### src/design/insort_pkg.sv
`timescale 1ns / 1ps
// ----------------------------------------------------------------------------
// Insertion sorter package
// Shared constants and types for the cell chain, its controller and the top.
// ----------------------------------------------------------------------------
package insort_pkg;

   localparam int DEPTH      = 64;
   localparam int DATA_WIDTH = 32;

   typedef struct packed {
      logic signed [DATA_WIDTH-1:0] value;
      logic                         last_in;
   } req_type;

   typedef struct packed {
      logic signed [DATA_WIDTH-1:0] sorted_value;
      logic                         last_out;
      logic                         dropped;
   } rsp_type;

   typedef enum logic {
      ST_FILL,
      ST_DRAIN
   } state_type;

   // Command from the controller to every cell of the chain.
   typedef struct packed {
      logic insert;
      logic shift;
   } cell_cmd_type;

   // What one cell shows its neighbors.
   typedef struct packed {
      logic signed [DATA_WIDTH-1:0] value;
      logic                         occupied;
      logic                         greater;
   } cell_link_type;

   // Chain status seen by the controller.
   typedef struct packed {
      logic full;
      logic more;
   } chain_status_type;

endpackage

### src/design/insort_ctrl.sv
`timescale 1ns / 1ps
// ----------------------------------------------------------------------------
// Insertion sorter controller
// Switches between filling the chain and draining it to the result channel.
// ----------------------------------------------------------------------------
module insort_ctrl (
   input  logic                         clock,
   input  logic                         reset,
   input  logic                         req_valid,
   input  logic                         req_last_in,
   input  logic                         rsp_stall,
   input  insort_pkg::chain_status_type status,
   output logic                         req_stall,
   output logic                         rsp_valid,
   output logic                         dropped,
   output insort_pkg::cell_cmd_type     cmd
);
   import insort_pkg::*;

   state_type state_ff;
   state_type state_in;
   logic      overflow_ff;
   logic      overflow_in;

   always_ff @(posedge clock) begin
      if (reset) begin
         state_ff    <= ST_FILL;
         overflow_ff <= 1'b0;
      end else begin
         state_ff    <= state_in;
         overflow_ff <= overflow_in;
      end
   end

   always_comb begin
      state_in    = state_ff;
      overflow_in = overflow_ff;
      req_stall   = 1'b0;
      rsp_valid   = 1'b0;
      cmd         = '0;
      unique case (state_ff)
         ST_FILL: begin
            if (req_valid) begin
               // A request arriving at a full chain is discarded.
               cmd.insert  = !status.full;
               overflow_in = overflow_ff | status.full;
               if (req_last_in) begin
                  state_in = ST_DRAIN;
               end
            end
         end
         ST_DRAIN: begin
            req_stall = 1'b1;
            rsp_valid = 1'b1;
            cmd.shift = !rsp_stall;
            if (!rsp_stall && !status.more) begin
               state_in    = ST_FILL;
               overflow_in = 1'b0;
            end
         end
         default: begin
            state_in = ST_FILL;
         end
      endcase
   end

   assign dropped = overflow_ff;

endmodule

### config.mk
export PLATFORM = sky130hd
export DESIGN_NAME = insort_ctrl
export DESIGN_NICKNAME = d
export VERILOG_FILES = /design/src/design/insort_pkg.sv /design/src/design/insort_ctrl.sv
export SDC_FILE = /design/constraint.sdc
export NUM_CORES = 1
export LEC_CHECK = 0
export BUFFER_PORTS_ARGS = -buffer_cell sky130_fd_sc_hd__buf_2
export CORE_AREA = 2 2 39 41
export DETAILED_ROUTE_END_ITERATION = 10
export DIE_AREA = 0 0 41 43
export SLEW_MARGIN = 30
export SYNTH_ARGS = -nofsm -noshare
export SYNTH_HDL_FRONTEND = slang
export SYNTH_SLANG_ARGS = --single-unit
### constraint.sdc
create_clock -name clock -period 0.8 [get_ports clock]
set_input_delay 0 -clock clock [delete_from_list [all_inputs] [get_ports clock]]
set_output_delay 0 -clock clock [all_outputs]
set_load 0.1 [all_outputs]
==> results.cfg <==
[pwr]
p_per_area_nw_per_um2 = 1880
p_leak_uw = 0.0001341
peakVddDrop_mv = 0.3290

[final_layout]
final_common_cell = buf_2
layout_common_cells = buf_2 (6), buf_12 (5), clkbuf_4 (3)
n_antenna_cell = 0
fin_util = 0.2396
num-nets-final = 37
drive_above_1_share = 0.7241
area_growth_pct = 191.2
instances_no_fill = 45

[synthesis]
syn-instance-count = 12
synth_fp_nets = 19
synth_area_um2 = 113.9
ys_ff_latch = 2
yosysUniqueCellTypes = 11
yosysWarnings = 0
synth_seq_area_share = 0.3516
avgSynthCellArea_um2 = 9.488

[hold_path]
hold_start = req_last_in
hold_path_end = state_ff
timing.hold.worst_path_depth = 3
hold_path_class = input pin to flop

[sta]
hold_viol_final = 0
max_freq_mhz = 1012
final_max_slew_viol_count = 0
layout_min_cycle_time_ns = 0.9886
slew_headroom = 0.8777
setup_violations = 6
clock_skew_ns = 0.003159
fin_ws_ns = -0.1886
timing.final.crit_share = 1.236
rsz0062_at_grt = true
tightest_slew_ns = 0.1832

[critical_path]
worstPathRequired_ns = 0.80
worstPathArrival_ns = 0.99
startpoint_type = flop
timing.rr.start = state_ff
end_kind = output port
rrSetupSlack_ns = -0.02
crit_path_max_fanout = 5
r2r-end = state_ff
crit_type = flop to output port
ff2ff_path_depth = 3

[detailed_routing]
first_pass_iters = 1
routed_wl_um = 377
drt-initial-drc-count = 0
vias_per_cell = 3.356
route.detailed.drc = 0
antenna_left = 0
wl_per_cell_um = 8.378
vias = 151

[floorplan]
die_w_um = 41
die_h_um = 43
core_area_um2 = 1384
start_util = 0.08228
rows = 14
die-area_um2 = 1763
top_level_ports = 12

[global_route]
gr-total-overflow = 0
antenna_found_initial = 0
grt_max_degree = 8
grt_pass1_vias = 147
grt_pass1_wl_um = 517
grtUsageTotal = 0.05500

[placed_design]
portBuffers = 11
gp_congestion = 0.5524
dp.cells = 39

[run]
drv_cap = 0

[cts]
clockBufferDepth = 2
cts_buffers = 3
cts_resized = 0
worstSkewPairLatency_ns = 0.23
cts.htree.levels = 1
clkSinkCount = 2
clockRootBuffer = clkbuf_4
clk_pin_slew_worst_paths_ns = 0.03
cts_tree = built

[status]
failed_checks = setup timing
status = finished with violations
[cell families (layout without fill, tap and decap cells)]
group	count (synthesis)	count (layout)	synth area share
buf+inv	1	18	0.06596
simple gates	6	6	0.4506
flops	2	2	0.3517
compound gates	3	3	0.1317
[flip-flops by register name, indices dropped and copies added, names as in the netlist]
signal    count
state_ff      1
dropped       1
[through the flow]
stage	setup slack (ns)	total power (µW)	TNS (ns)	cell area [µm²]	hold WS (ns)
after floorplan	-0.5148	262.9	-1.188	137.6	0.05936
after global placement	0.05655	359.2	0	287.8	0.1761
after detailed placement	0.04752	360.5	0	287.8	0.1743
after CTS	-0.2083	639.9	-0.6313	324.1	0.02725
after global routing	-0.2114	651.5	-0.7508	331.6	0.03783
final	-0.1886	623.4	-0.5499	331.6	0.02978
[worst max-delay path by stage]
stage                     startpoint      to  slack (ns)
after floorplan             state_ff  cmd[1]       -0.51
after global placement      state_ff  cmd[1]        0.06
after global routing        state_ff  cmd[1]       -0.21
final                       state_ff  cmd[1]       -0.19
after detailed placement    state_ff  cmd[1]        0.05
after CTS                   state_ff  cmd[1]       -0.21
[worst max-delay path, stage by stage (launching register included)]
cell	delay, ns
dfxtp_4	0.35
nor3b_4	0.20
buf_12	0.20
[power by group]
| part | internal [µW] | switching, µW | total, µW |
|---|---|---|---|
| Combinational | 99.6 | 148 | 248 |
| Sequential | 108 | 9.45 | 118 |
| Clock | 186 | 71.5 | 258 |
[metal layers]
metal / global-route usage / share of wire / vias to the layer above
li1: - / - / 78
met1: 0.03175 / 0.30 / 66
met2: 0.07500 / 0.57 / 7
met3: 0.04712 / 0.13 / 0
met4: 0.08000 / 0 / 0
met5: 0 / 0 / -
[cell type report]
type | count | area [µm²]
repair buffers | 14 | 155.1
well taps | 16 | 20.02
fillers | 147 | 1052
multi-input cells | 9 | 85.08
flip-flops and latches | 2 | 45.04
clock buffers | 4 | 26.28
[timing repair]
| action | CTS | global route |
|---|---|---|
| endpoints found under the setup margin | 4 | 5 |
| pin swaps | 0 | 1 |
| gates cloned | 0 | 0 |
| hold endpoints to repair | 1 | 0 |
| buffers inserted | 0 | 1 |
| hold buffers | 1 | 0 |
[synth_stat cells]
cell type  count  area share
nand2b_1       1       0.055
a21oi_1        1       0.044
nand3b_1       1       0.066
nor2b_1        1       0.055
nor3b_1        1       0.066
o21ai_0        1       0.044
dfxtp_1        2        0.35
buf_4          1       0.066
nand4bb_1      1       0.099
o21ai_1        1       0.044
nor3b_2        1        0.11
Power figures use the tool's default switching activity.
