$ cat src/design/insort_pkg.sv
`timescale 1ns / 1ps
// ----------------------------------------------------------------------------
// Insertion sorter package
// Shared constants and types for the cell chain, its controller and the top.
// ----------------------------------------------------------------------------
package insort_pkg;

   localparam int DEPTH      = 64;
   localparam int DATA_WIDTH = 32;

   typedef struct packed {
      logic signed [DATA_WIDTH-1:0] value;
      logic                         last_in;
   } req_type;

   typedef struct packed {
      logic signed [DATA_WIDTH-1:0] sorted_value;
      logic                         last_out;
      logic                         dropped;
   } rsp_type;

   typedef enum logic {
      ST_FILL,
      ST_DRAIN
   } state_type;

   // Command from the controller to every cell of the chain.
   typedef struct packed {
      logic insert;
      logic shift;
   } cell_cmd_type;

   // What one cell shows its neighbors.
   typedef struct packed {
      logic signed [DATA_WIDTH-1:0] value;
      logic                         occupied;
      logic                         greater;
   } cell_link_type;

   // Chain status seen by the controller.
   typedef struct packed {
      logic full;
      logic more;
   } chain_status_type;

endpackage

$ cat src/design/insort_cell.sv
`timescale 1ns / 1ps
// ----------------------------------------------------------------------------
// Insertion sorter cell
// Holds one sorted value; makes room for a new value or shifts toward the head.
// ----------------------------------------------------------------------------
module insort_cell (
   input  logic                                  clock,
   input  logic                                  reset,
   input  insort_pkg::cell_cmd_type              cmd,
   input  logic signed [insort_pkg::DATA_WIDTH-1:0] new_value,
   input  insort_pkg::cell_link_type             left_link,
   input  insort_pkg::cell_link_type             right_link,
   output insort_pkg::cell_link_type             own_link
);
   import insort_pkg::*;

   logic signed [DATA_WIDTH-1:0] value_ff;
   logic signed [DATA_WIDTH-1:0] value_in;
   logic                         occupied_ff;
   logic                         occupied_in;
   logic                         greater;

   // Strictly greater, so a new value lands after all equal values.
   assign greater = occupied_ff && (new_value < value_ff);

   always_comb begin
      value_in    = value_ff;
      occupied_in = occupied_ff;
      if (cmd.shift) begin
         value_in    = right_link.value;
         occupied_in = right_link.occupied;
      end else if (cmd.insert && (greater || (!occupied_ff && left_link.occupied))) begin
         value_in    = left_link.greater ? left_link.value : new_value;
         occupied_in = 1'b1;
      end
   end

   always_ff @(posedge clock) begin
      if (reset) begin
         occupied_ff <= 1'b0;
      end else begin
         occupied_ff <= occupied_in;
      end
   end

   always_ff @(posedge clock) begin
      value_ff <= value_in;
   end

   assign own_link.value    = value_ff;
   assign own_link.occupied = occupied_ff;
   assign own_link.greater  = greater;

endmodule

$ cat config.mk
export PLATFORM = sky130hd
export DESIGN_NAME = insort_cell
export DESIGN_NICKNAME = d
export VERILOG_FILES = /design/src/design/insort_pkg.sv /design/src/design/insort_cell.sv
export SDC_FILE = /design/constraint.sdc
export NUM_CORES = 1
export LEC_CHECK = 0
export BUFFER_PORTS_ARGS = -buffer_cell sky130_fd_sc_hd__buf_2
export CORE_AREA = 4 4 80 82
export DETAILED_ROUTE_END_ITERATION = 8
export DIE_AREA = 0 0 84 86
export PLACE_DENSITY = 0.79
export RECOVER_POWER = 100
export SETUP_SLACK_MARGIN = 0.3
export SYNTH_ARGS = -nofsm -noshare
export SYNTH_HDL_FRONTEND = slang
export SYNTH_SLANG_ARGS = --single-unit
$ cat constraint.sdc
create_clock -name clock -period 8.2 [get_ports clock]
set_input_delay 0.41 -clock clock [delete_from_list [all_inputs] [get_ports clock]]
set_output_delay 0.41 -clock clock [all_outputs]
set_load 0.01 [all_outputs]
==> reports/results.ini <==
[pwr]
clock_power_share = 0.250
leakagePower_nw = 1.65
ir_worst_vdd_v = 0.0000825
design_power_total_w = 0.000480
power.density_cell_area_nw_per_um2 = 147
p_sw_frac = 0.310
power_frac_comb = 0.296
internal_power_of_the_cells_w = 0.000331
seq_power_share = 0.454
switchingPower_w = 0.000149

[cts]
cts_hold_buffers = 0
cts_made_buffers = 5
cts_tree = done
cts_htree_levels = 2
clk_path_buf_depth = 2
clock_insertion_delay_worst_skew_ns = 0.28
cts_repair_resize_count = 0
clkSinkCount = 33
cts.clk_slew.worst_paths_ns = 0.07
cts-root-buf = clkbuf_8
post_cts_setup_bufs = 0

[final_layout]
nets = 535
seqCellArea_um2 = 981
multi_input_gate_area_in_the_final_layout_um2 = 1340
drive_above_1_share = 0.279
fin_cells = 476
antenna_cells = 0
fillCellCount = 556
synthToLayoutAreaGrowth_pct = 29.8

[yosys]
ys_seq_elements = 33
synth-warning-count = 0
post_synth_instance_area_um2 = 2520
synthCells = 269
synth.net_count = 404
yosys.cell_types.count = 34
synth.yosys.seq_area_share = 0.390
postSynthAreaPerCell_um2 = 9.36

[routing]
wl_met1_um = 2680
routed-wl-met2_um = 3310
drc = 0
drt_iter0_markers = 84
wl_met3_um = 509
detail-route-antenna-nets = 0
maxUsedRoutingLayer = met4
detail_route.vias_per_cell = 4.84
detail_route.wl_per_cell_um = 13.7
drt_first_pass_iters = 4
route.vias.total = 2303
wirelength_um = 6540

[sta]
max_freq_mhz = 271
timing.final.hold_violations = 0
rsz_0062_raised_after_global_routing = no
timing.final.setup_violations = 0
setup_total_negative_slack_ns = 0
finalCritPeriodShare = 0.450
tightest_slew_ns = 2.33
maxSlewViolCount = 101
finalClockSkew_ns = 0.00596
slew_headroom = -0.552
fin_crit_ns = 3.69

[job]
drv.max_cap_violation_count = 2

[floorplanning]
fp-row-count = 28
initial_utilization = 0.438
die_width_um = 84
floorplan.die_area_um2 = 7220
boundaryPins = 138
floorplan.die.height_um = 86
fp.coreArea_um2 = 5750

[global_route]
maximum_number_of_pins_on_one_net_before_global_route_repair = 68
grt_antenna_before_repair = 0
global_route_wire_length_before_repair_um = 10500
first_global_vias = 2367
globalRouteTotalUtil = 0.181
globalRoute.totalOverflow = 0

[critical_path]
cp_max_fo = 67
path_class = input pin to register
critPathLaunch = cmd[0]
regToRegStartpoint = value_ff[31]
cp.required_ns = 8.10
critical_path.endpoint_type = register
timing.critical_path.from_type = input pin
critPathArrivalTime_ns = 3.59

[min_path]
worstHoldStart = reset
hold_path_class = input pin to register

[place]
post-place-cells = 468
detailedPlacementHpwl_um = 5330
place.gp.congestion = 0.757
io_buffer_count = 136

[outcome]
outcome = finished, violations left
violations = max-capacitance violations, max-slew violations

-- stage by stage --
step	utilization	cell area, um2	hold slack [ns]	setup WS [ns]
after global placement	0.564	3240	0.555	5.21
after global routing	0.569	3270	0.298	3.98
after CTS	0.578	3320	0.281	5.31
final	0.569	3270	0.288	4.51
after detailed placement	0.564	3240	0.581	5.16
after floorplan	-	2520	0.489	5.53
-- worst paths after layout --
path	end	slack, ns	depth (start not counted)
min	occupied_ff	0.29	2
max	value_ff[27]	4.51	4
max reg2reg	value_ff[27]	4.73	9
min reg2reg	occupied_ff	0.60	2
-- cells in the mapped netlist --
library cell,n,area share
mux2_1,1,0.0045
edfxtp_1,32,0.38
buf_1,1,0.0015
o211ai_1,1,0.0030
a22oi_1,1,0.0030
and2_2,1,0.0030
a2111o_1,1,0.0045
nand2_1,49,0.073
a221oi_2,1,0.0060
buf_2,3,0.0060
nor3_1,1,0.0020
nor2b_1,1,0.0025
a21oi_1,11,0.022
dfxtp_1,1,0.0080
a211o_1,1,0.0035
a311oi_1,1,0.0035
o21ai_1,16,0.032
buf_4,2,0.0060
nor2_1,5,0.0075
and4_1,1,0.0035
nand3_1,2,0.0040
or3_1,1,0.0025
inv_1,34,0.051
o21ai_0,22,0.044
clkbuf_1,7,0.010
a21oi_2,1,0.0035
ha_1,31,0.15
nand2b_4,1,0.0055
nand4_1,1,0.0025
mux2i_1,32,0.13
and2b_2,1,0.0035
nor3_2,2,0.0080
a221oi_1,1,0.0035
a31oi_1,2,0.0050
-- power groups by stage --
stage | combinational (W) | sequential (W) | clock, W
2_1_floorplan | 0.0000765 | 0.000229 | 0
3_3_place_gp | 0.000144 | 0.000219 | 0
3_5_place_dp | 0.000149 | 0.000221 | 0
4_1_cts | 0.000150 | 0.000217 | 0.000124
5_1_grt | 0.000163 | 0.000220 | 0.000131
6_report | 0.000142 | 0.000218 | 0.000120
-- layer usage --
metal,up-vias,track usage
li1,1206,-
met1,1012,0.204
met2,81,0.341
met3,4,0.0509
met4,0,0.0351
met5,-,0
-- flip-flops by register name, summed over array words and instances (netlist names) --
register / count
value_ff: 32
occupied_ff: 1
-- logic make-up (layout without fill, tap and decap cells) --
logic type,count (synthesis),count (layout),synth area share
flip-flops,33,33,0.390
buffers and inverters,47,179,0.0745
AO/OA/AOI/OAI,59,59,0.133
AND/OR/NAND/NOR,66,66,0.117
adder cells (fa/ha/maj),31,31,0.154
multiplexers,33,33,0.132
-- cells in the final DEF, fill, tap and decap left out, drive strengths merged, types with 2 or more instances in the layout --
cell	instances
a21oi	12
a221oi	2
a31oi	2
buf	101
clkbuf	44
edfxtp	32
ha	31
inv	34
mux2i	32
nand2	49
nand3	2
nor2	5
nor3	3
o21ai	38
-- critical path: stages --
cell      delay (ns)
clkbuf_1        1.63
a311oi_1        0.06
nand2_1         0.53
clkbuf_1        0.94
-- final cells by class --
type | instances | area share
multi-input cells | 189 | 0.411
flip-flops and latches | 33 | 0.300
repair buffers | 137 | 0.196
inverters | 34 | 0.0391
well taps | 75 | 0.0287
clock buffers | 8 | 0.0245
Note: power is estimated with default switching activity, not from simulation.
